==> src/rtl/assert_macros.svh <==
// Assertion macros shared by the decoder modules.
// Needs clk_i and rst_ni in the scope where a macro is used.
`ifndef ASSERT_MACROS_SVH
`define ASSERT_MACROS_SVH

// Property holds at every clock edge out of reset.
`define LWD_ASSERT(lbl, prop) \
  lbl: assert property (@(posedge clk_i) disable iff (!rst_ni) (prop)) \
    else $error("%m: assertion failed");

// Antecedent in this cycle implies consequent in the next cycle.
`define LWD_ASSERT_NEXT(lbl, ante, cons) \
  lbl: assert property (@(posedge clk_i) disable iff (!rst_ni) (ante) |=> (cons)) \
    else $error("%m: assertion failed");

`endif

==> src/rtl/lwd_pkg.sv <==
// Package for the LZSS window decoder: widths, constants and the
// command/status structs between controller and datapath. No dependencies.
package lwd_pkg;

  localparam int WIN_AW    = 10;
  localparam int WIN_DEPTH = 1 << WIN_AW;
  localparam int WP_INIT   = WIN_DEPTH - 'h42;
  localparam int FILL_W    = WIN_AW + 1;
  localparam int OFS_W     = 15;
  localparam int ROW_W     = 11;
  localparam int LEN_W     = 7;
  localparam int MIN_LEN   = 3;
  localparam int CFG_IDX_W = 2;
  localparam int CFG_W     = 15;

  localparam logic [CFG_IDX_W-1:0] CFG_COL_MODE = 2'd0;
  localparam logic [CFG_IDX_W-1:0] CFG_STRIDE   = 2'd1;
  localparam logic [CFG_IDX_W-1:0] CFG_HEIGHT   = 2'd2;
  localparam logic [CFG_IDX_W-1:0] CFG_TOTAL    = 2'd3;

  typedef struct packed {
    logic accept;
    logic rd;
    logic wr;
  } lwd_cmd_t;

  typedef struct packed {
    logic copy_go;
    logic wr_hold;
    logic run_end;
    logic out_busy;
  } lwd_stat_t;

endpackage

==> src/rtl/lwd_ctrl.sv <==
// Decoder controller: sequences copy reads and writes, drives input stall.
// Depends on lwd_pkg and assert_macros.svh.
`include "assert_macros.svh"

module lwd_ctrl (
  input  logic              clk_i,
  input  logic              rst_ni,
  input  logic              in_valid_i,
  output logic              in_stall_o,
  input  lwd_pkg::lwd_stat_t stat_i,
  output lwd_pkg::lwd_cmd_t  cmd_o
);
  import lwd_pkg::*;

  typedef enum logic [2:0] {
    ST_IDLE = 3'b001,
    ST_RD   = 3'b010,
    ST_WR   = 3'b100
  } state_e;

  state_e st_q, st_d;
  logic   accept;

  assign in_stall_o   = (st_q != ST_IDLE) || stat_i.out_busy;
  assign accept       = in_valid_i && !in_stall_o;
  assign cmd_o.accept = accept;
  assign cmd_o.rd     = (st_q == ST_RD);
  assign cmd_o.wr     = (st_q == ST_WR);

  always_comb begin
    st_d = st_q;
    case (st_q)
      ST_IDLE: begin
        if (accept && stat_i.copy_go) st_d = ST_RD;
      end
      ST_RD: st_d = ST_WR;
      ST_WR: begin
        if (!stat_i.wr_hold) st_d = stat_i.run_end ? ST_IDLE : ST_RD;
      end
      default: st_d = ST_IDLE;
    endcase
  end

  always_ff @(posedge clk_i or negedge rst_ni) begin
    if (!rst_ni) begin
      st_q <= ST_IDLE;
    end else begin
      st_q <= st_d;
    end
  end

  `LWD_ASSERT_NEXT(a_rd_then_wr, st_q == ST_RD, st_q == ST_WR)
  `LWD_ASSERT_NEXT(a_copy_starts, accept && stat_i.copy_go, st_q == ST_RD)
  `LWD_ASSERT_NEXT(a_hold_stays, st_q == ST_WR && stat_i.wr_hold, st_q == ST_WR)

endmodule

==> config.mk <==
export PLATFORM = sky130hd
export DESIGN_NAME = lwd_ctrl
export DESIGN_NICKNAME = d
export VERILOG_FILES = /design/src/rtl/lwd_pkg.sv /design/src/rtl/lwd_ctrl.sv
export VERILOG_INCLUDE_DIRS = /design/src /design/src/rtl
export SDC_FILE = /design/constraint.sdc
export NUM_CORES = 1
export LEC_CHECK = 0
export ABC_AREA = 1
export BUFFER_PORTS_ARGS = -buffer_cell sky130_fd_sc_hd__buf_2
export CAP_MARGIN = 15
export CORE_AREA = 8 8 45 47
export CTS_BUF_LIST = sky130_fd_sc_hd__clkbuf_4
export CTS_CLUSTER_DIAMETER = 80
export DETAILED_ROUTE_END_ITERATION = 16
export DIE_AREA = 0 0 53 55
export PLACE_DENSITY = 0.33
export SLEW_MARGIN = 20
export SYNTH_ARGS = -nofsm -noshare
export SYNTH_HDL_FRONTEND = slang
export SYNTH_SLANG_ARGS = --single-unit
==> constraint.sdc <==
create_clock -name clk_i -period 1.5 [get_ports clk_i]
set_clock_uncertainty 0.2 [all_clocks]
set_input_delay 0.3 -clock clk_i [delete_from_list [all_inputs] [get_ports clk_i]]
set_output_delay 0.3 -clock clk_i [all_outputs]
set_load 0.02 [all_outputs]
==> summary.txt <==
Global route
  – Global-route wire length before repair: 972 µm
  – Total track usage: 4.42%
  – Grt met3 use: 4.01%
  – Pin count of the biggest net entering global routing: 5
  – Met2 Use GR: 6.25%
  – Initial antenna violation count: 0
  – Vias in the first global route: 248
  – GR peak layer: met2
  – Overflow left after global routing: 0
  – Global routing met1 resource utilization: 5.15%

Setup path
  – Kind of cell adding the most delay to the critical path: flip-flops
  – Total buffers and inverters traversed by the critical path: 1
  – Maximum fanout count along the critical path: 2
  – Critical path type: reg -> out
  – Critical path cell sequence: nand2_2 > nor2_4 > nand2_4 > nor2_4 > buf_6
  – Reg-to-Reg End: st_q[1]
  – Setup slack, reg-to-reg: 80 ps
  – Critical Path End Type: output pin
  – Cell repeated most along the worst path: sky130_fd_sc_hd__nor2_4
  – R2R Path Start: st_q[0]
  – Arrival time of data at the critical path endpoint: 1220 ps
  – Required time worst endpoint: 1000 ps
  – Delay contributed by the slowest stage of the critical path: 530 ps
  – Number of cell instances on the worst register-to-register path: 6
  – Cell with the largest stage delay on the worst path: sky130_fd_sc_hd__dfstp_2
  – Sort of element at the start of the critical path: register

Final layout
  – NumNets Final: 58
  – Max reg flops: 3
  – Antenna Diode Count: 0
  – Count of filler cells inserted in the layout: 165
  – Summed area of non-filler cells in the final layout: 384 µm²
  – Largest registers: st_q (3)
  – Register Area: 76.3 µm²
  – Fraction of layout cells with a size suffix above 1: 52.0%
  – Largest register by flop count: st_q
  – Total area of multi-input combinational cells: 119 µm²
  – Layout overhead on the synthesized area: 75.4%

Pwr
  – Static leakage: 0.240 nW
  – Overall power consumption: 726 µW
  – Worst IR drop on VDD: 521 µV
  – Pwr dens: 1890 nW/µm²

STA
  – Number of failing hold endpoints at the final stage: 0
  – Headroom to the max-slew limit: 86.3%
  – Setup ws final: -219 ps
  – RSZ-0062 raised after global routing: true
  – Hold Slack: 130 ps
  – Minimum period implied by the final worst setup slack: 1720 ps
  – Top achievable clock speed: 582 MHz
  – Final number of setup-violating endpoints: 4
  – Transition time of the tightest slew-check pin: 204 ps
  – Ratio of final minimum period to clock period: 115%
  – Pins over their slew limit: 0

Synthesis
  – Post-synth ARST share: 100%
  – Primary FF master, synth: sky130_fd_sc_hd__dfrtp_1
  – Largest cells by area after synthesis: sky130_fd_sc_hd__dfrtp_1, sky130_fd_sc_hd__inv_1, sky130_fd_sc_hd__dfstp_2
  – Instance count of the mapped netlist: 32
  – Cell Area, Synth: 219 µm²
  – Post-synth top area share: 22.9%
  – Average instance area after synthesis: 6.84 µm²
  – Net Count, Synth: 39
  – Largest area contributor in the synthesized netlist: sky130_fd_sc_hd__dfrtp_1
  – Number of synthesized flops with an enable pin: 0
  – #FFs+latches synth: 3
  – Portion of the post-synthesis area used by sequential elements: 34.9%
  – Count of yosys warnings during synthesis: 0
  – Number of distinct library cells after synthesis: 15
  – Most used standard cell by instance count after synthesis: sky130_fd_sc_hd__inv_1
  – Leading cell types by count after synthesis: sky130_fd_sc_hd__inv_1, sky130_fd_sc_hd__nand2_1, sky130_fd_sc_hd__nand3_1, sky130_fd_sc_hd__nor2_1, sky130_fd_sc_hd__dfrtp_1

Drt
  – Number of nets still failing antenna checks after routing: 0
  – TritonRoute pass-1 iters: 4
  – Post-detailed-route via-to-cell ratio: 3.65
  – Number of DRC violations after detailed-routing iteration 0: 2
  – WL final: 568 µm
  – Total DRC errors in the routed layout: 0
  – Vias post-DR: 241
  – Routed wire length per instance: 8.61 µm

Run status
  – Status: complete, but fails checks
  – Failing checks: negative setup slack

Hold path
  – Hold Path Sink: st_q[0]
  – Hold depth: 3
  – Hold Crit Class: in -> reg
  – Min-Delay Startpoint: stat_i[0]

Floorplan
  – Die Footprint: 2920 µm²
  – Core area: 1380 µm²
  – Number of top-level pins: 11
  – Chip Height: 55 µm
  – Row cnt: 14
  – Die X-Extent: 53 µm
  – Initial core utilization: 15.8%

CTS
  – Number of H-tree levels: 1
  – CTS root buf: sky130_fd_sc_hd__clkbuf_4
  – CTS tree: yes
  – Maximum clock path buffer count: 2
  – Number of clock sinks: 3
  – Clock Latency Late Sink: 230 ps
  – CTS clk-pin slew, worst paths: 40 ps
  – Number of CTS-inserted buffers: 3

Placement
  – Post-DP HPWL: 478 µm
  – Routability congestion estimate: 0.674
  – Count of input and output buffers: 10
  – Placement Cell Area: 312 µm²

Job
  – Max-cap check violation count: 0
==> what timing repair did <==
item | 4_1_cts | 5_1_grt
endpoints found under the hold margin | 3 | 0
buffers inserted | 1 | 0
endpoints found under the setup margin | 4 | 4
resized for setup | 5 | 3
pin swaps | 0 | 1
hold buffers | 1 | 0
==> logic make-up (layout without fill, tap and decap cells) <==
group | Yosys count | count (layout) | share of synthesized area, %
DFF | 3 | 3 | 34.9
buffers and inverters | 10 | 28 | 18.9
and+or+nand+nor | 16 | 16 | 36.6
AOI/OAI and AO/OA | 3 | 3 | 9.71
==> area by class of cell <==
cell class	count	area share [%]
repair buffers	15	27.4
flip-flops and latches	3	19.9
multi-input cells	19	30.9
clock buffers	4	7.82
inverters	9	8.79
well taps	16	5.21
==> metrics by stage <==
stage	TNS, ps	setup slack, ps	utilization (%)	cells
6_report	-742	-219	27.8	66
5_1_grt	-1050	-301	27.8	66
4_1_cts	-770	-234	26.9	66
3_5_place_dp	-0.990	-0.990	22.5	60
3_3_place_gp	-6.75	-6.75	22.5	60
2_1_floorplan	-44.3	-44.3	-	32
==> tightest hold or removal path: cells and delay by family <==
family                 cells  cell delay (ps)
AO/OA/AOI/OAI              2              140
buffers and inverters      1               90
==> layout by cell type (no fill, tap or decap) <==
master / netlist / final
sky130_fd_sc_hd__nand3_1: 3 / 3
sky130_fd_sc_hd__buf_6: 0 / 2
sky130_fd_sc_hd__nand3b_1: 1 / 1
sky130_fd_sc_hd__o21ai_1: 1 / 1
sky130_fd_sc_hd__inv_2: 1 / 1
sky130_fd_sc_hd__dlygate4sd3_1: 0 / 1
sky130_fd_sc_hd__a21oi_2: 1 / 1
sky130_fd_sc_hd__dfrtp_1: 2 / 2
sky130_fd_sc_hd__inv_1: 8 / 8
sky130_fd_sc_hd__nor2_2: 1 / 1
sky130_fd_sc_hd__nor2_1: 3 / 2
sky130_fd_sc_hd__nand2_4: 0 / 1
sky130_fd_sc_hd__buf_4: 1 / 5
sky130_fd_sc_hd__clkbuf_4: 0 / 4
sky130_fd_sc_hd__nand4_1: 1 / 1
sky130_fd_sc_hd__nor2_4: 1 / 2
sky130_fd_sc_hd__o31ai_1: 1 / 1
sky130_fd_sc_hd__dfstp_2: 1 / 1
sky130_fd_sc_hd__nand2_1: 6 / 4
sky130_fd_sc_hd__nand2_2: 0 / 1
sky130_fd_sc_hd__buf_2: 0 / 7
==> metal layers <==
layer | vias up | share of wire (%)
met4 | 0 | 0
met5 | - | 0
met1 | 96 | 46
met2 | 14 | 39
li1 | 131 | -
met3 | 0 | 15
==> worst max-delay path by stage <==
stage / from / end / slack [ps] / cells past startpoint
after floorplan: st_q[0] / cmd_o[2] / -40 / 5
after global placement: st_q[0] / cmd_o[2] / -7 / 5
after detailed placement: st_q[0] / cmd_o[2] / -1 / 5
after CTS: st_q[0] / cmd_o[2] / -230 / 5
after global routing: st_q[0] / cmd_o[2] / -300 / 5
final: st_q[0] / cmd_o[2] / -220 / 5
==> where the power goes <==
group          internal, mW  total (mW)  switching, mW
Sequential            0.123       0.156         0.0335
Combinational         0.201       0.409          0.208
Clock                 0.118       0.161         0.0430
Total                 0.441       0.726          0.285
Note: power is estimated with default switching activity, not from simulation.
